File: src/rtl/core/spmm_pkg.sv
package spmm_pkg;

  // Fixed field and accumulator widths.
  localparam int SUM_W  = 40;
  localparam int MUL_AW = 43;
  localparam int MUL_BW = 18;
  localparam int PROD_W = MUL_AW + MUL_BW;

  // Command codes of an input transaction.
  localparam logic CMD_CHANNEL = 1'b0;
  localparam logic CMD_MASTER  = 1'b1;

  // Configuration register indexes.
  localparam logic [2:0] REG_MASTER = 3'd4;
  localparam logic [2:0] REG_MODE   = 3'd5;
  localparam logic [31:0] SETTING_RESET = 32'd16384;

  // Gain limits in Q2.14.
  localparam logic [14:0] CH_GAIN_TOP = 15'd24576;
  localparam logic [14:0] MS_GAIN_TOP = 15'd16384;

  // Meter scale: 20*log10(2)/40 * 2^10 * 2^16.
  localparam logic [23:0] METER_K = 24'd10100891;
  localparam logic [10:0] LEVEL_FULL = 11'd1024;

  // Output clamp at +-10 V.
  localparam logic signed [15:0] OUT_MAX = 16'sd32767;

  // Operations issued by the controller to the datapath.
  typedef enum logic [4:0] {
    OP_NOP,
    OP_GAIN_MUL,
    OP_GAIN_SET,
    OP_PAN,
    OP_SQ_MUL,
    OP_SQ_SET,
    OP_COS_MUL,
    OP_COS_SUB,
    OP_W_SET,
    OP_V_MUL,
    OP_V_SET,
    OP_CH_MUL,
    OP_CH_ADD,
    OP_MONO_MUL,
    OP_ACC_MUL1,
    OP_ACC_LD,
    OP_ACC_MUL2,
    OP_ACC_ADD,
    OP_LV_MUL,
    OP_OUT_SET,
    OP_MTR_INIT,
    OP_MTR_MUL,
    OP_MTR_STEP,
    OP_MTR_KMUL,
    OP_MTR_FIN,
    OP_CLEAR,
    OP_EMIT
  } op_t;

  typedef struct packed {
    op_t        op;
    logic [1:0] step;
    logic       sel;
    logic       load;
  } ctl_t;

  typedef struct packed {
    logic master;
    logic mono;
    logic out_busy;
  } sts_t;

  typedef struct packed {
    logic               command;
    logic [1:0]         channel;
    logic signed [15:0] sample;
    logic signed [15:0] gain_cv;
    logic               gain_cv_present;
    logic signed [15:0] pan_cv;
  } item_t;

  typedef struct packed {
    logic signed [15:0] out_left;
    logic signed [15:0] out_right;
    logic [10:0]        level_a;
    logic [10:0]        level_b;
    logic               frame_done;
  } result_t;

  // Coefficients of the quarter-cosine polynomial, Horner order.
  function automatic logic [16:0] cos_coef(input logic [1:0] step);
    logic [16:0] c;
    case (step)
      2'd0:    c = 17'd1367;
      2'd1:    c = 17'd16625;
      2'd2:    c = 17'd80852;
      default: c = 17'd65536;
    endcase
    return c;
  endfunction

endpackage

File: src/rtl/core/spmm_in_if.sv
interface spmm_in_if;
  logic              valid;
  logic              ready;
  logic              command;
  logic [1:0]        channel;
  logic signed [15:0] sample;
  logic signed [15:0] gain_cv;
  logic              gain_cv_present;
  logic signed [15:0] pan_cv;

  modport source(output valid, command, channel, sample, gain_cv, gain_cv_present, pan_cv,
                 input ready);
  modport sink(input valid, command, channel, sample, gain_cv, gain_cv_present, pan_cv,
               output ready);
endinterface

File: src/rtl/core/spmm_out_if.sv
interface spmm_out_if;
  logic              valid;
  logic              ready;
  logic signed [15:0] out_left;
  logic signed [15:0] out_right;
  logic [10:0]       level_a;
  logic [10:0]       level_b;
  logic              frame_done;

  modport source(output valid, out_left, out_right, level_a, level_b, frame_done,
                 input ready);
  modport sink(input valid, out_left, out_right, level_a, level_b, frame_done,
               output ready);
endinterface

File: src/rtl/core/spmm_cfg_if.sv
interface spmm_cfg_if;
  logic        valid;
  logic        ready;
  logic [2:0]  index;
  logic [31:0] data;

  modport source(output valid, index, data, input ready);
  modport sink(input valid, index, data, output ready);
endinterface

File: src/rtl/core/spmm_ctrl.sv
module spmm_ctrl #(
  parameter int LOG_TABLE_BITS = 6
) (
  input  logic             clk,
  input  logic             rst,
  input  logic             in_valid,
  output logic             in_ready,
  input  spmm_pkg::sts_t   sts,
  output spmm_pkg::ctl_t   ctl
);

  localparam int CW = $clog2(LOG_TABLE_BITS);

  typedef enum logic [4:0] {
    S_IDLE, S_GAIN_MUL, S_GAIN_SET, S_PAN, S_SQ_MUL, S_SQ_SET, S_COS_MUL, S_COS_SUB,
    S_W_SET, S_V_MUL, S_V_SET, S_CH_MUL, S_CH_ADD, S_MONO_MUL, S_ACC_MUL1, S_ACC_LD,
    S_ACC_MUL2, S_ACC_ADD, S_LV_MUL, S_OUT_SET, S_MTR_INIT, S_MTR_MUL, S_MTR_STEP,
    S_MTR_KMUL, S_MTR_FIN, S_CLEAR, S_EMIT
  } state_t;

  state_t        state;
  logic [CW-1:0] cnt;
  logic          sel;

  assign in_ready = (state == S_IDLE);

  // Operation decode from the current state.
  always_comb begin
    ctl.step = cnt[1:0];
    ctl.sel  = sel;
    ctl.load = in_valid && (state == S_IDLE);
    unique case (state)
      S_IDLE:     ctl.op = spmm_pkg::OP_NOP;
      S_GAIN_MUL: ctl.op = spmm_pkg::OP_GAIN_MUL;
      S_GAIN_SET: ctl.op = spmm_pkg::OP_GAIN_SET;
      S_PAN:      ctl.op = spmm_pkg::OP_PAN;
      S_SQ_MUL:   ctl.op = spmm_pkg::OP_SQ_MUL;
      S_SQ_SET:   ctl.op = spmm_pkg::OP_SQ_SET;
      S_COS_MUL:  ctl.op = spmm_pkg::OP_COS_MUL;
      S_COS_SUB:  ctl.op = spmm_pkg::OP_COS_SUB;
      S_W_SET:    ctl.op = spmm_pkg::OP_W_SET;
      S_V_MUL:    ctl.op = spmm_pkg::OP_V_MUL;
      S_V_SET:    ctl.op = spmm_pkg::OP_V_SET;
      S_CH_MUL:   ctl.op = spmm_pkg::OP_CH_MUL;
      S_CH_ADD:   ctl.op = spmm_pkg::OP_CH_ADD;
      S_MONO_MUL: ctl.op = spmm_pkg::OP_MONO_MUL;
      S_ACC_MUL1: ctl.op = spmm_pkg::OP_ACC_MUL1;
      S_ACC_LD:   ctl.op = spmm_pkg::OP_ACC_LD;
      S_ACC_MUL2: ctl.op = spmm_pkg::OP_ACC_MUL2;
      S_ACC_ADD:  ctl.op = spmm_pkg::OP_ACC_ADD;
      S_LV_MUL:   ctl.op = spmm_pkg::OP_LV_MUL;
      S_OUT_SET:  ctl.op = spmm_pkg::OP_OUT_SET;
      S_MTR_INIT: ctl.op = spmm_pkg::OP_MTR_INIT;
      S_MTR_MUL:  ctl.op = spmm_pkg::OP_MTR_MUL;
      S_MTR_STEP: ctl.op = spmm_pkg::OP_MTR_STEP;
      S_MTR_KMUL: ctl.op = spmm_pkg::OP_MTR_KMUL;
      S_MTR_FIN:  ctl.op = spmm_pkg::OP_MTR_FIN;
      S_CLEAR:    ctl.op = spmm_pkg::OP_CLEAR;
      S_EMIT:     ctl.op = spmm_pkg::OP_EMIT;
      default:    ctl.op = spmm_pkg::OP_NOP;
    endcase
  end

  // Sequencer: gain, two pan weights, accumulate or mix, meters, emit.
  always_ff @(posedge clk) begin
    if (rst) begin
      state <= S_IDLE;
      cnt   <= '0;
      sel   <= 1'b0;
    end else begin
      unique case (state)
        S_IDLE: begin
          sel <= 1'b0;
          if (in_valid) state <= S_GAIN_MUL;
        end
        S_GAIN_MUL: state <= S_GAIN_SET;
        S_GAIN_SET: state <= S_PAN;
        S_PAN: begin
          sel   <= 1'b0;
          state <= S_SQ_MUL;
        end
        S_SQ_MUL: state <= S_SQ_SET;
        S_SQ_SET: begin
          cnt   <= '0;
          state <= S_COS_MUL;
        end
        S_COS_MUL: state <= S_COS_SUB;
        S_COS_SUB: begin
          if (cnt == CW'(3)) begin
            state <= S_W_SET;
          end else begin
            cnt   <= cnt + 1'b1;
            state <= S_COS_MUL;
          end
        end
        S_W_SET: begin
          if (!sel) begin
            sel   <= 1'b1;
            state <= S_SQ_MUL;
          end else begin
            sel <= 1'b0;
            if (sts.master != spmm_pkg::CMD_MASTER) state <= S_V_MUL;
            else if (sts.mono) state <= S_MONO_MUL;
            else state <= S_ACC_MUL1;
          end
        end
        S_V_MUL: state <= S_V_SET;
        S_V_SET: state <= S_CH_MUL;
        S_CH_MUL: state <= S_CH_ADD;
        S_CH_ADD: begin
          if (!sel) begin
            sel   <= 1'b1;
            state <= S_CH_MUL;
          end else begin
            sel   <= 1'b0;
            state <= S_MTR_INIT;
          end
        end
        S_MONO_MUL: state <= S_OUT_SET;
        S_ACC_MUL1: state <= S_ACC_LD;
        S_ACC_LD:   state <= S_ACC_MUL2;
        S_ACC_MUL2: state <= S_ACC_ADD;
        S_ACC_ADD:  state <= S_LV_MUL;
        S_LV_MUL:   state <= S_OUT_SET;
        S_OUT_SET: begin
          if (sts.mono || sel) begin
            sel   <= 1'b0;
            state <= S_MTR_INIT;
          end else begin
            sel   <= 1'b1;
            state <= S_ACC_MUL1;
          end
        end
        S_MTR_INIT: begin
          cnt   <= '0;
          state <= S_MTR_MUL;
        end
        S_MTR_MUL: state <= S_MTR_STEP;
        S_MTR_STEP: begin
          if (cnt == CW'(LOG_TABLE_BITS - 1)) begin
            state <= S_MTR_KMUL;
          end else begin
            cnt   <= cnt + 1'b1;
            state <= S_MTR_MUL;
          end
        end
        S_MTR_KMUL: state <= S_MTR_FIN;
        S_MTR_FIN: begin
          if (sts.master != spmm_pkg::CMD_MASTER) begin
            state <= S_EMIT;
          end else if (!sel) begin
            sel   <= 1'b1;
            state <= S_MTR_INIT;
          end else begin
            state <= S_CLEAR;
          end
        end
        S_CLEAR: state <= S_EMIT;
        S_EMIT: begin
          if (!sts.out_busy) state <= S_IDLE;
        end
        default: state <= S_IDLE;
      endcase
    end
  end

endmodule

File: src/rtl/core/spmm_dpath.sv
module spmm_dpath #(
  parameter int PAN_TABLE_BITS = 8,
  parameter int LOG_TABLE_BITS = 6
) (
  input  logic                clk,
  input  logic                rst,
  input  spmm_pkg::item_t     item,
  input  logic                cfg_we,
  input  logic [2:0]          cfg_index,
  input  logic [31:0]         cfg_data,
  input  spmm_pkg::ctl_t      ctl,
  output spmm_pkg::sts_t      sts,
  output logic                out_valid,
  input  logic                out_ready,
  output spmm_pkg::result_t   res
);

  localparam int SW   = spmm_pkg::SUM_W;
  localparam int PW   = spmm_pkg::PROD_W;
  localparam int PSH  = 15 - PAN_TABLE_BITS;
  localparam int USH  = 16 - PAN_TABLE_BITS;
  localparam int KSH  = LOG_TABLE_BITS + 16;
  localparam int LTB  = LOG_TABLE_BITS;
  localparam logic signed [SW:0] SUM_MAX = (SW+1)'(64'sd549755813887);
  localparam logic signed [SW:0] SUM_MIN = -(SW+1)'(64'sd549755813888);

  // Configuration and the latched transaction.
  logic [31:0]        set_reg [5];
  logic               mode;
  spmm_pkg::item_t    itm;
  logic [31:0]        set_sel;

  // Working registers.
  logic [14:0]        g;
  logic [16:0]        uc, ub, u2, r, wa, wb;
  logic signed [30:0] v;
  logic [15:0]        mval;
  logic signed [SW-1:0] left_sum, right_sum, mono_sum;
  logic signed [PW-1:0] acc;
  logic signed [41:0] lv;
  logic signed [15:0] lout, rout;
  logic [16:0]        x;
  logic [LTB-1:0]     frac;
  logic [3:0]         ex;
  logic               mz, mf;
  logic [10:0]        lvla, lvlb;

  // Shared multiplier.
  logic signed [spmm_pkg::MUL_AW-1:0] ma;
  logic signed [spmm_pkg::MUL_BW-1:0] mb;
  logic signed [PW-1:0] prod;

  // Combinational helpers.
  logic signed [PW-1:0] gq, oval, av;
  logic signed [PW:0]   tsum;
  logic signed [19:0]   pv;
  logic [15:0]          pk;
  logic [16:0]          uval;
  logic [15:0]          msrc;
  logic [3:0]           elead;
  logic [16:0]          xs;
  logic [LTB+3:0]       dval;
  logic [PW-1-KSH:0]    subw;
  logic [14:0]          gtop;
  logic [16:0]          wsel_a, wsel_b;

  function automatic logic signed [SW-1:0] sat_add(input logic signed [SW-1:0] s,
                                                   input logic signed [SW:0] a);
    logic signed [SW+1:0] t;
    t = (SW+2)'(s) + (SW+2)'(a);
    if (t > (SW+2)'(SUM_MAX)) return SW'(SUM_MAX);
    if (t < (SW+2)'(SUM_MIN)) return SW'(SUM_MIN);
    return SW'(t);
  endfunction

  assign set_sel = (itm.command == spmm_pkg::CMD_MASTER) ? set_reg[spmm_pkg::REG_MASTER]
                                                          : set_reg[{1'b0, itm.channel}];
  assign gtop    = (itm.command == spmm_pkg::CMD_MASTER) ? spmm_pkg::MS_GAIN_TOP
                                                          : spmm_pkg::CH_GAIN_TOP;
  assign wsel_a  = ctl.sel ? wb : wa;
  assign wsel_b  = ctl.sel ? wa : wb;

  // Multiplier operand selection.
  always_comb begin
    case (ctl.op)
      spmm_pkg::OP_GAIN_MUL: begin
        ma = spmm_pkg::MUL_AW'(itm.gain_cv);
        mb = spmm_pkg::MUL_BW'(set_sel[15:0]);
      end
      spmm_pkg::OP_SQ_MUL: begin
        ma = spmm_pkg::MUL_AW'(uc);
        mb = spmm_pkg::MUL_BW'(uc);
      end
      spmm_pkg::OP_COS_MUL: begin
        ma = spmm_pkg::MUL_AW'(u2);
        mb = spmm_pkg::MUL_BW'(r);
      end
      spmm_pkg::OP_V_MUL: begin
        ma = spmm_pkg::MUL_AW'(itm.sample);
        mb = spmm_pkg::MUL_BW'(g);
      end
      spmm_pkg::OP_CH_MUL: begin
        ma = spmm_pkg::MUL_AW'(v);
        mb = spmm_pkg::MUL_BW'(ctl.sel ? wb : wa);
      end
      spmm_pkg::OP_MONO_MUL: begin
        ma = spmm_pkg::MUL_AW'(mono_sum);
        mb = spmm_pkg::MUL_BW'(g);
      end
      spmm_pkg::OP_ACC_MUL1: begin
        ma = spmm_pkg::MUL_AW'(left_sum);
        mb = spmm_pkg::MUL_BW'(wsel_a);
      end
      spmm_pkg::OP_ACC_MUL2: begin
        ma = spmm_pkg::MUL_AW'(right_sum);
        mb = spmm_pkg::MUL_BW'(wsel_b);
      end
      spmm_pkg::OP_LV_MUL: begin
        ma = spmm_pkg::MUL_AW'(lv);
        mb = spmm_pkg::MUL_BW'(g);
      end
      spmm_pkg::OP_MTR_MUL: begin
        ma = spmm_pkg::MUL_AW'(x);
        mb = spmm_pkg::MUL_BW'(x);
      end
      spmm_pkg::OP_MTR_KMUL: begin
        ma = spmm_pkg::MUL_AW'(spmm_pkg::METER_K);
        mb = spmm_pkg::MUL_BW'(dval);
      end
      default: begin
        ma = '0;
        mb = '0;
      end
    endcase
  end

  // Arithmetic on the registered product and the meter front end.
  always_comb begin
    gq   = prod >>> 15;
    oval = prod >>> 28;
    av   = prod[PW-1] ? -prod : prod;
    tsum = (PW+1)'(acc) + (PW+1)'(prod);
    pv   = 20'($signed(set_sel[31:16])) + (20'(itm.pan_cv) <<< 2) + 20'(itm.pan_cv);
    if (pv < -20'sd16384) pk = 16'd0;
    else if (pv > 20'sd16384) pk = 16'd32768;
    else pk = 16'(pv + 20'sd16384);
    uval = 17'(pk >> PSH) << USH;
    if (itm.command != spmm_pkg::CMD_MASTER) msrc = mval;
    else if (ctl.sel) msrc = 16'(rout[15] ? -rout : rout);
    else msrc = 16'(lout[15] ? -lout : lout);
    elead = 4'd0;
    for (int i = 0; i < 15; i++) begin
      if (msrc[i]) elead = 4'(i);
    end
    xs   = prod[31:15];
    dval = {4'd15 - ex, {LTB{1'b0}}} - (LTB+4)'(frac);
    subw = prod[PW-1:KSH];
  end

  // Datapath registers.
  always_ff @(posedge clk) begin
    prod <= ma * mb;
    if (ctl.load) begin
      itm <= item;
    end
    case (ctl.op)
      spmm_pkg::OP_GAIN_SET: begin
        if (itm.gain_cv_present) begin
          if (gq[PW-1]) g <= '0;
          else if (gq[PW-2:0] > (PW-1)'(gtop)) g <= gtop;
          else g <= 15'(gq);
        end else begin
          g <= (set_sel[15:0] > 16'(gtop)) ? gtop : set_sel[14:0];
        end
      end
      spmm_pkg::OP_PAN: begin
        uc <= uval;
        ub <= 17'd65536 - uval;
      end
      spmm_pkg::OP_SQ_SET: begin
        u2 <= prod[32:16];
        r  <= 17'd60;
      end
      spmm_pkg::OP_COS_SUB: r <= spmm_pkg::cos_coef(ctl.step) - prod[32:16];
      spmm_pkg::OP_W_SET: begin
        if (!ctl.sel) begin
          wa <= r;
          uc <= ub;
        end else begin
          wb <= r;
        end
      end
      spmm_pkg::OP_V_SET: begin
        v    <= prod[30:0];
        mval <= av[29:14];
      end
      spmm_pkg::OP_ACC_LD: acc <= prod;
      spmm_pkg::OP_ACC_ADD: lv <= 42'(tsum >>> 16);
      spmm_pkg::OP_OUT_SET: begin
        if (ctl.sel) begin
          if (oval < -(PW'(spmm_pkg::OUT_MAX))) rout <= -spmm_pkg::OUT_MAX;
          else if (oval > PW'(spmm_pkg::OUT_MAX)) rout <= spmm_pkg::OUT_MAX;
          else rout <= 16'(oval);
        end else begin
          if (oval < -(PW'(spmm_pkg::OUT_MAX))) lout <= -spmm_pkg::OUT_MAX;
          else if (oval > PW'(spmm_pkg::OUT_MAX)) lout <= spmm_pkg::OUT_MAX;
          else lout <= 16'(oval);
          if (mode) rout <= '0;
        end
      end
      spmm_pkg::OP_MTR_INIT: begin
        mz   <= (msrc == 16'd0);
        mf   <= (msrc >= 16'd32767);
        ex   <= elead;
        x    <= 17'({16'd0, msrc} << (4'd15 - elead));
        frac <= '0;
      end
      spmm_pkg::OP_MTR_STEP: begin
        frac <= {frac[LTB-2:0], xs[16]};
        x    <= xs[16] ? {1'b0, xs[16:1]} : xs;
      end
      spmm_pkg::OP_MTR_FIN: begin
        if (ctl.sel) begin
          if (mz) lvlb <= '0;
          else if (mf) lvlb <= spmm_pkg::LEVEL_FULL;
          else if (subw >= (PW-KSH)'(1024)) lvlb <= '0;
          else lvlb <= spmm_pkg::LEVEL_FULL - 11'(subw);
        end else begin
          if (mz) lvla <= '0;
          else if (mf) lvla <= spmm_pkg::LEVEL_FULL;
          else if (subw >= (PW-KSH)'(1024)) lvla <= '0;
          else lvla <= spmm_pkg::LEVEL_FULL - 11'(subw);
        end
      end
      default: ;
    endcase
    if (ctl.op == spmm_pkg::OP_EMIT && !(out_valid && !out_ready)) begin
      res.out_left   <= (itm.command == spmm_pkg::CMD_MASTER) ? lout : '0;
      res.out_right  <= (itm.command == spmm_pkg::CMD_MASTER) ? rout : '0;
      res.level_a    <= lvla;
      res.level_b    <= (itm.command == spmm_pkg::CMD_MASTER) ? lvlb : '0;
      res.frame_done <= itm.command;
    end
  end

  // Sums, configuration and the output valid flag.
  always_ff @(posedge clk) begin
    if (rst) begin
      for (int i = 0; i < 5; i++) set_reg[i] <= spmm_pkg::SETTING_RESET;
      mode      <= 1'b0;
      left_sum  <= '0;
      right_sum <= '0;
      mono_sum  <= '0;
      out_valid <= 1'b0;
    end else begin
      if (cfg_we) begin
        if (cfg_index < spmm_pkg::REG_MODE) set_reg[cfg_index] <= cfg_data;
        else if (cfg_index == spmm_pkg::REG_MODE) mode <= cfg_data[0];
      end
      case (ctl.op)
        spmm_pkg::OP_V_SET: mono_sum <= sat_add(mono_sum, (SW+1)'($signed(prod[30:0])));
        spmm_pkg::OP_CH_ADD: begin
          if (ctl.sel) right_sum <= sat_add(right_sum, (SW+1)'(prod >>> 16));
          else left_sum <= sat_add(left_sum, (SW+1)'(prod >>> 16));
        end
        spmm_pkg::OP_CLEAR: begin
          left_sum  <= '0;
          right_sum <= '0;
          mono_sum  <= '0;
        end
        default: ;
      endcase
      if (ctl.op == spmm_pkg::OP_EMIT && !(out_valid && !out_ready)) out_valid <= 1'b1;
      else if (out_valid && out_ready) out_valid <= 1'b0;
    end
  end

  assign sts.master   = itm.command;
  assign sts.mono     = mode;
  assign sts.out_busy = out_valid && !out_ready;

endmodule

File: src/rtl/core/stereo_pan_mixer_with_meter.sv
// Four-channel constant-power pan mixer with log bar meters.
// All multiplications of a transaction share one 43x18 multiplier.
// One transaction is worked at a time; the result register frees the input side.
// Synchronous reset restores unity gain, center pan, stereo mode and clears the sums.
module stereo_pan_mixer_with_meter #(
  parameter int PAN_TABLE_BITS = 8,
  parameter int LOG_TABLE_BITS = 6
) (
  input logic         clk,
  input logic         rst,
  spmm_in_if.sink     in_ch,
  spmm_out_if.source  out_ch,
  spmm_cfg_if.sink    cfg
);

  spmm_pkg::ctl_t    ctl;
  spmm_pkg::sts_t    sts;
  spmm_pkg::item_t   item;
  spmm_pkg::result_t res;
  logic              in_ready;
  logic              out_valid;

  // Gather the input payload.
  assign item.command         = in_ch.command;
  assign item.channel         = in_ch.channel;
  assign item.sample          = in_ch.sample;
  assign item.gain_cv         = in_ch.gain_cv;
  assign item.gain_cv_present = in_ch.gain_cv_present;
  assign item.pan_cv          = in_ch.pan_cv;
  assign in_ch.ready          = in_ready;

  // Configuration writes are always taken.
  assign cfg.ready = 1'b1;

  spmm_ctrl #(
    .LOG_TABLE_BITS(LOG_TABLE_BITS)
  ) u_ctrl (
    .clk      (clk),
    .rst      (rst),
    .in_valid (in_ch.valid),
    .in_ready (in_ready),
    .sts      (sts),
    .ctl      (ctl)
  );

  spmm_dpath #(
    .PAN_TABLE_BITS(PAN_TABLE_BITS),
    .LOG_TABLE_BITS(LOG_TABLE_BITS)
  ) u_dpath (
    .clk       (clk),
    .rst       (rst),
    .item      (item),
    .cfg_we    (cfg.valid),
    .cfg_index (cfg.index),
    .cfg_data  (cfg.data),
    .ctl       (ctl),
    .sts       (sts),
    .out_valid (out_valid),
    .out_ready (out_ch.ready),
    .res       (res)
  );

  // Drive the result channel.
  assign out_ch.valid      = out_valid;
  assign out_ch.out_left   = res.out_left;
  assign out_ch.out_right  = res.out_right;
  assign out_ch.level_a    = res.level_a;
  assign out_ch.level_b    = res.level_b;
  assign out_ch.frame_done = res.frame_done;

endmodule
File: src/flat_wrapper.sv
// flat-port wrapper written by rule: the top's interface ports become plain ports
module stereo_pan_mixer_with_meter_flat 
#(
  parameter int PAN_TABLE_BITS = 8,
  parameter int LOG_TABLE_BITS = 6
)
  (clk, rst, in_ch_valid, in_ch_command, in_ch_channel, in_ch_sample, in_ch_gain_cv, in_ch_gain_cv_present, in_ch_pan_cv, in_ch_ready, out_ch_valid, out_ch_out_left, out_ch_out_right, out_ch_level_a, out_ch_level_b, out_ch_frame_done, out_ch_ready, cfg_valid, cfg_index, cfg_data, cfg_ready);
  spmm_in_if in_ch_i ();
  spmm_out_if out_ch_i ();
  spmm_cfg_if cfg_i ();
  input logic clk;
  input logic rst;
  input wire logic [$bits(in_ch_i.valid)-1:0] in_ch_valid;
  input wire logic [$bits(in_ch_i.command)-1:0] in_ch_command;
  input wire logic [$bits(in_ch_i.channel)-1:0] in_ch_channel;
  input wire logic [$bits(in_ch_i.sample)-1:0] in_ch_sample;
  input wire logic [$bits(in_ch_i.gain_cv)-1:0] in_ch_gain_cv;
  input wire logic [$bits(in_ch_i.gain_cv_present)-1:0] in_ch_gain_cv_present;
  input wire logic [$bits(in_ch_i.pan_cv)-1:0] in_ch_pan_cv;
  output wire logic [$bits(in_ch_i.ready)-1:0] in_ch_ready;
  output wire logic [$bits(out_ch_i.valid)-1:0] out_ch_valid;
  output wire logic [$bits(out_ch_i.out_left)-1:0] out_ch_out_left;
  output wire logic [$bits(out_ch_i.out_right)-1:0] out_ch_out_right;
  output wire logic [$bits(out_ch_i.level_a)-1:0] out_ch_level_a;
  output wire logic [$bits(out_ch_i.level_b)-1:0] out_ch_level_b;
  output wire logic [$bits(out_ch_i.frame_done)-1:0] out_ch_frame_done;
  input wire logic [$bits(out_ch_i.ready)-1:0] out_ch_ready;
  input wire logic [$bits(cfg_i.valid)-1:0] cfg_valid;
  input wire logic [$bits(cfg_i.index)-1:0] cfg_index;
  input wire logic [$bits(cfg_i.data)-1:0] cfg_data;
  output wire logic [$bits(cfg_i.ready)-1:0] cfg_ready;
  assign in_ch_i.valid = in_ch_valid;
  assign in_ch_i.command = in_ch_command;
  assign in_ch_i.channel = in_ch_channel;
  assign in_ch_i.sample = in_ch_sample;
  assign in_ch_i.gain_cv = in_ch_gain_cv;
  assign in_ch_i.gain_cv_present = in_ch_gain_cv_present;
  assign in_ch_i.pan_cv = in_ch_pan_cv;
  assign in_ch_ready = in_ch_i.ready;
  assign out_ch_valid = out_ch_i.valid;
  assign out_ch_out_left = out_ch_i.out_left;
  assign out_ch_out_right = out_ch_i.out_right;
  assign out_ch_level_a = out_ch_i.level_a;
  assign out_ch_level_b = out_ch_i.level_b;
  assign out_ch_frame_done = out_ch_i.frame_done;
  assign out_ch_i.ready = out_ch_ready;
  assign cfg_i.valid = cfg_valid;
  assign cfg_i.index = cfg_index;
  assign cfg_i.data = cfg_data;
  assign cfg_ready = cfg_i.ready;
  stereo_pan_mixer_with_meter #(.PAN_TABLE_BITS(PAN_TABLE_BITS), .LOG_TABLE_BITS(LOG_TABLE_BITS)) u_core (.clk(clk), .rst(rst), .in_ch(in_ch_i), .out_ch(out_ch_i), .cfg(cfg_i));
endmodule
File: config.mk
export PLATFORM = sky130hd
export DESIGN_NAME = stereo_pan_mixer_with_meter_flat
export DESIGN_NICKNAME = d
export VERILOG_FILES = /design/src/rtl/core/spmm_pkg.sv /design/src/rtl/core/spmm_in_if.sv /design/src/rtl/core/spmm_out_if.sv /design/src/rtl/core/spmm_cfg_if.sv /design/src/rtl/core/spmm_ctrl.sv /design/src/rtl/core/spmm_dpath.sv /design/src/rtl/core/stereo_pan_mixer_with_meter.sv /design/src/flat_wrapper.sv
export SDC_FILE = /design/constraint.sdc
export NUM_CORES = 2
export LEC_CHECK = 0
export ABC_AREA = 1
export BUFFER_PORTS_ARGS = -buffer_cell sky130_fd_sc_hd__buf_2
export CORE_MARGIN = 1.5
export CORE_UTILIZATION = 43
export DETAILED_ROUTE_END_ITERATION = 7
export PLACE_DENSITY = 0.56
export SLEW_MARGIN = 20
export SYNTH_ARGS = -nofsm -noshare
export SYNTH_HDL_FRONTEND = slang
export SYNTH_SLANG_ARGS = --single-unit
File: constraint.sdc
create_clock -name clk -period 9.1 [get_ports clk]
set_input_delay 1.365 -clock clk [delete_from_list [all_inputs] [get_ports clk]]
set_output_delay 1.365 -clock clk [all_outputs]
set_load 0.02 [all_outputs]
==> impl_results.html <==
<table>
<tr><th>Metric</th><th>Value</th></tr>
<tr><th colspan="2">Synthesis</th></tr>
<tr><td>Area fraction in compound gates after synthesis</td><td>0.1081</td></tr>
<tr><td>Sequential fraction of the synthesis area</td><td>0.3097</td></tr>
<tr><td>Proportion of register bits with asynchronous set or reset after synthesis</td><td>0</td></tr>
<tr><td>Post-synthesis mux area share</td><td>0</td></tr>
<tr><td>Xor and xnor fraction of the mapped netlist area</td><td>0.03237</td></tr>
<tr><td>Number of distinct library cell variants in the gate-level netlist after synthesis</td><td>80</td></tr>
<tr><td>Synth warn</td><td>0</td></tr>
<tr><td>Most common library cells after synthesis</td><td>nand2_1 (1664), inv_1 (1648), nor2_1 (887)</td></tr>
<tr><td>Post-synth top area share</td><td>0.2535</td></tr>
<tr><td>Total standard cell area after synthesis</td><td>70850 sq um</td></tr>
<tr><td>Fraction of the mapped netlist area in adder cells</td><td>0.2614</td></tr>
<tr><td>Dominant combinational cell family by area after synthesis</td><td>adder cells</td></tr>
<tr><td>Number of synthesized register bits</td><td>797</td></tr>
<tr><td>Most instantiated library cell after synthesis</td><td>nand2_1</td></tr>
<tr><td>Main area contributors after synthesis</td><td>edfxtp_1 (25%), fa_1 (20%), nand2_1 (8.8%)</td></tr>
<tr><td>Top cell type by total area after synthesis</td><td>edfxtp_1</td></tr>
<tr><td>Post-synthesis average cell area</td><td>8.399 sq um</td></tr>
<tr><td>Number of instances in the synthesized netlist</td><td>8436</td></tr>
<tr><td>Most used flip-flop cell after synthesis</td><td>edfxtp_1</td></tr>
<tr><td>Number of synthesized flops with an enable pin</td><td>598</td></tr>
<tr><td>Post-Synth Simple-Gate Area</td><td>0.1802</td></tr>
<tr><td>Synthesized Nets</td><td>approximately 9600</td></tr>
<tr><th colspan="2">Floorplan</th></tr>
<tr><td>Ports placed on the boundary</td><td>150</td></tr>
<tr><td>Initial Util</td><td>0.4343</td></tr>
<tr><td>Overall die width</td><td>408.9 um</td></tr>
<tr><td>Die outline area</td><td>167200 sq um</td></tr>
<tr><td>Vertical die dimension</td><td>408.9 um</td></tr>
<tr><td>Number of rows in the core area</td><td>around 150</td></tr>
<tr><td>Floorplan core area</td><td>about 160000 sq um</td></tr>
<tr><th colspan="2">Place</th></tr>
<tr><td>Weighted congestion at the end of routability-driven global placement</td><td>about 1.0</td></tr>
<tr><td>Area post-placement</td><td>about 75000 sq um</td></tr>
<tr><td>Half-perimeter wire length after placement</td><td>201.1 mm</td></tr>
<tr><td>Cells after DPL</td><td>10730</td></tr>
<tr><td>Input/output buffers</td><td>148</td></tr>
<tr><th colspan="2">Run</th></tr>
<tr><td>Max-cap check violation count</td><td>0</td></tr>
<tr><th colspan="2">Clocking</th></tr>
<tr><td>Clk_lat worst skew</td><td>0.73 ns</td></tr>
<tr><td>Clock transition at the registers of the reported paths</td><td>0.06 ns</td></tr>
<tr><td>Post-CTS Hold Fix Bufs</td><td>0</td></tr>
<tr><td>TritonCTS sink count</td><td>797</td></tr>
<tr><td>Root buffer selected by CTS</td><td>clkbuf_16</td></tr>
<tr><td>H-Tree Level Count</td><td>3</td></tr>
<tr><td>Clock tree from TritonCTS</td><td>yes</td></tr>
<tr><td>Clk buf depth</td><td>3</td></tr>
<tr><td>Clock buffers created by TritonCTS</td><td>86</td></tr>
<tr><th colspan="2">Pwr</th></tr>
<tr><td>Sequential share of power</td><td>0.259</td></tr>
<tr><td>Cell area power density</td><td>235.6 nW/um^2</td></tr>
<tr><td>Internal cell power</td><td>~9.8 mW</td></tr>
<tr><td>Total design power</td><td>approximately 18 mW</td></tr>
<tr><td>Static Leakage</td><td>37.37 nW</td></tr>
<tr><td>Switching power of the nets</td><td>8.670 mW</td></tr>
<tr><td>Comb power frac</td><td>0.539</td></tr>
<tr><td>Maximum vdd drop</td><td>0.0002069 V</td></tr>
<tr><td>Clock network fraction of design power</td><td>0.202</td></tr>
<tr><td>Switching share of power</td><td>0.4691</td></tr>
<tr><th colspan="2">Detailed routing</th></tr>
<tr><td>Average vias per placed instance</td><td>5.475</td></tr>
<tr><td>Final wirelength</td><td>256.3 mm</td></tr>
<tr><td>Detailed-route DRC error count</td><td>0</td></tr>
<tr><td>Top routing layer in use</td><td>met5</td></tr>
<tr><td>Detailed-routed wire length on met2</td><td>110.7 mm</td></tr>
<tr><td>Post-route met1 wirelength</td><td>~110 mm</td></tr>
<tr><td>Detailed route wirelength on metal3</td><td>21.77 mm</td></tr>
<tr><td>Total via count after detailed routing</td><td>between 50000 and 60000</td></tr>
<tr><td>Residual antenna-violating net count after detailed routing</td><td>0</td></tr>
<tr><td>DRT iter0 DRCs</td><td>6322</td></tr>
<tr><td>Number of iterations in the first detailed-routing pass</td><td>6</td></tr>
<tr><td>Average wire per cell in the routed design</td><td>roughly 24 um</td></tr>
<tr><th colspan="2">Layout</th></tr>
<tr><td>Non-filler cells, final</td><td>10900</td></tr>
<tr><td>Signed area change from the synthesized netlist to the final layout</td><td>10.75%</td></tr>
<tr><td>Layout cell share with drive strength beyond 1</td><td>0.08539</td></tr>
<tr><td>Final layout net count</td><td>9807</td></tr>
<tr><td>Final standard cell area without fillers</td><td>78470 sq um</td></tr>
<tr><td>Max FFs per register</td><td>160</td></tr>
<tr><th colspan="2">Global routing</th></tr>
<tr><td>Initial antenna violation count</td><td>10</td></tr>
<tr><td>Global-route wire length before repair</td><td>roughly 380 mm</td></tr>
<tr><td>Largest net degree at the start of global routing</td><td>71</td></tr>
<tr><td>Remaining Overflow, GRT</td><td>0</td></tr>
<tr><td>All-layer global routing usage</td><td>0.3052</td></tr>
<tr><td>Number of global-route vias before repair</td><td>58660</td></tr>
<tr><th colspan="2">Critical path</th></tr>
<tr><td>Maximum fanout encountered on the critical timing path</td><td>25</td></tr>
<tr><td>Cell with the largest stage delay on the worst path</td><td>fa_1</td></tr>
<tr><td>Worst setup path start</td><td>u_core.u_ctrl.ctl[7]</td></tr>
<tr><td>Crit path required time</td><td>9.67 ns</td></tr>
<tr><td>Max stage delay on crit path</td><td>0.55 ns</td></tr>
<tr><td>Crit path DAT</td><td>9.26 ns</td></tr>
<tr><td>WS Path Type</td><td>register to register</td></tr>
<tr><td>Kind of start point of the critical path</td><td>register</td></tr>
<tr><td>Kind of capture point of the worst setup path</td><td>register</td></tr>
<tr><td>Startpoint of the lowest-slack register-to-register path</td><td>u_core.u_ctrl.ctl[7]</td></tr>
<tr><td>Most common cell type on the critical path</td><td>inv_1</td></tr>
<tr><th colspan="2">Timing</th></tr>
<tr><td>Actual slew at the worst max-slew pin</td><td>1.192 ns</td></tr>
<tr><td>Worst Hold Slack</td><td>0.4201 ns</td></tr>
<tr><td>Max-slew violations</td><td>0</td></tr>
<tr><td>Number of failing hold endpoints at the final stage</td><td>0</td></tr>
<tr><td>Post-route clock period utilization</td><td>0.9550</td></tr>
<tr><td>Achievable Freq</td><td>115.1 MHz</td></tr>
<tr><td>Finish-stage setup viols</td><td>0</td></tr>
<tr><td>Rel. slew slack</td><td>0.2054</td></tr>
<tr><td>Final Critical Period</td><td>8.690 ns</td></tr>
<tr><td>Clock skew after layout</td><td>0.04494 ns</td></tr>
<tr><td>Total negative slack for setup checks</td><td>0 ns</td></tr>
<tr><td>Setup repair after global routing missed its margin</td><td>yes</td></tr>
<tr><th colspan="2">Min path</th></tr>
<tr><td>Hold path startpoint</td><td>u_core.u_dpath.lvla[10]</td></tr>
<tr><td>Tightest Hold Check Type</td><td>register to register</td></tr>
<tr><th colspan="2">Outcome</th></tr>
<tr><td>Outcome</td><td>completed</td></tr>
</table>
==> logic make-up after synthesis <==
kind of cell / Yosys count
flip-flops: 797
XOR/XNOR: 261
other: 1
buffers and inverters: 1958
adder cells (fa/ha/maj): 1063
AND/OR/NAND/NOR: 3086
AO/OA/AOI/OAI: 1270
==> layout by cell type (no fill, tap or decap), types with 97 or more instances in the layout <==
| cell type | netlist | layout |
|---|---|---|
| dfxtp_1 | 199 | 197 |
| buf_4 | 14 | 247 |
| xnor2_1 | 97 | 97 |
| ha_1 | 368 | 368 |
| buf_2 | 120 | 147 |
| xor2_1 | 163 | 163 |
| nand2_1 | 1664 | 1663 |
| a21oi_1 | 421 | 419 |
| inv_1 | 1648 | 1645 |
| o21ai_0 | 336 | 327 |
| a31oi_1 | 173 | 173 |
| nand3_1 | 279 | 277 |
| fa_1 | 695 | 695 |
| nor2_1 | 887 | 867 |
| edfxtp_1 | 598 | 598 |
==> through the flow <==
stage | util | setup WS [ns]
2_1_floorplan | - | 1.881
3_3_place_gp | 0.4610 | 0.07033
3_5_place_dp | 0.4612 | 0.08275
4_1_cts | 0.4794 | 0.02209
5_1_grt | 0.4810 | -0.02232
6_report | 0.4810 | 0.4099
==> power by group through the flow <==
stage / clock (mW) / sequential [mW] / combinational (mW)
2_1_floorplan: 0 / 4.62 / 6.42
3_3_place_gp: 0 / 4.85 / 9.73
3_5_place_dp: 0 / 4.85 / 9.82
4_1_cts: 3.80 / 4.77 / 9.87
5_1_grt: 3.93 / 4.79 / 11.0
6_report: 3.74 / 4.79 / 9.95
==> routing by layer <==
layer / vias to the layer above / track usage
met4: 2 / 0.1036
li1: 27380 / -
met1: 29420 / 0.4419
met5: - / 0
met2: 2489 / 0.4593
met3: 387 / 0.05361
==> area by class of cell <==
class | count | area (sq um)
Clock inverter | 55 | 668.1
Timing Repair Buffer | 409 | 2883
Tap cell | 2175 | 2721
Sequential cell | 797 | 21950
Antenna cell | 1 | 2.502
Fill cell | 15910 | 84680
Clock buffer | 106 | 2310
Inverter | 1677 | 6302
Multi-Input combinational cell | 5681 | 41630
==> repair_timing <==
item / 4_1_cts / 5_1_grt
resized for setup: 0 / 37
setup buffers: 0 / 11
setup endpoints to repair: 0 / 21
==> final timing paths <==
path,end,slack (ns),cells past startpoint
setup / recovery,u_core.u_dpath.prod[57],0.41,36
hold / removal,u_core.u_dpath.res[22],0.42,0
setup reg to reg,u_core.u_dpath.prod[57],0.41,36
hold reg to reg,u_core.u_dpath.res[22],0.42,0
==> worst max-delay path: cells and delay by family, from the launching register on <==
family                   cells  cell delay, ns
flip-flops                   1            0.42
AO/OA/AOI/OAI                4            0.96
AND/OR/NAND/NOR             13            2.22
adder cells (fa/ha/maj)      7            3.40
XOR/XNOR                     1            0.16
buffers and inverters       11            1.34
(Power assumes the default switching activity.)
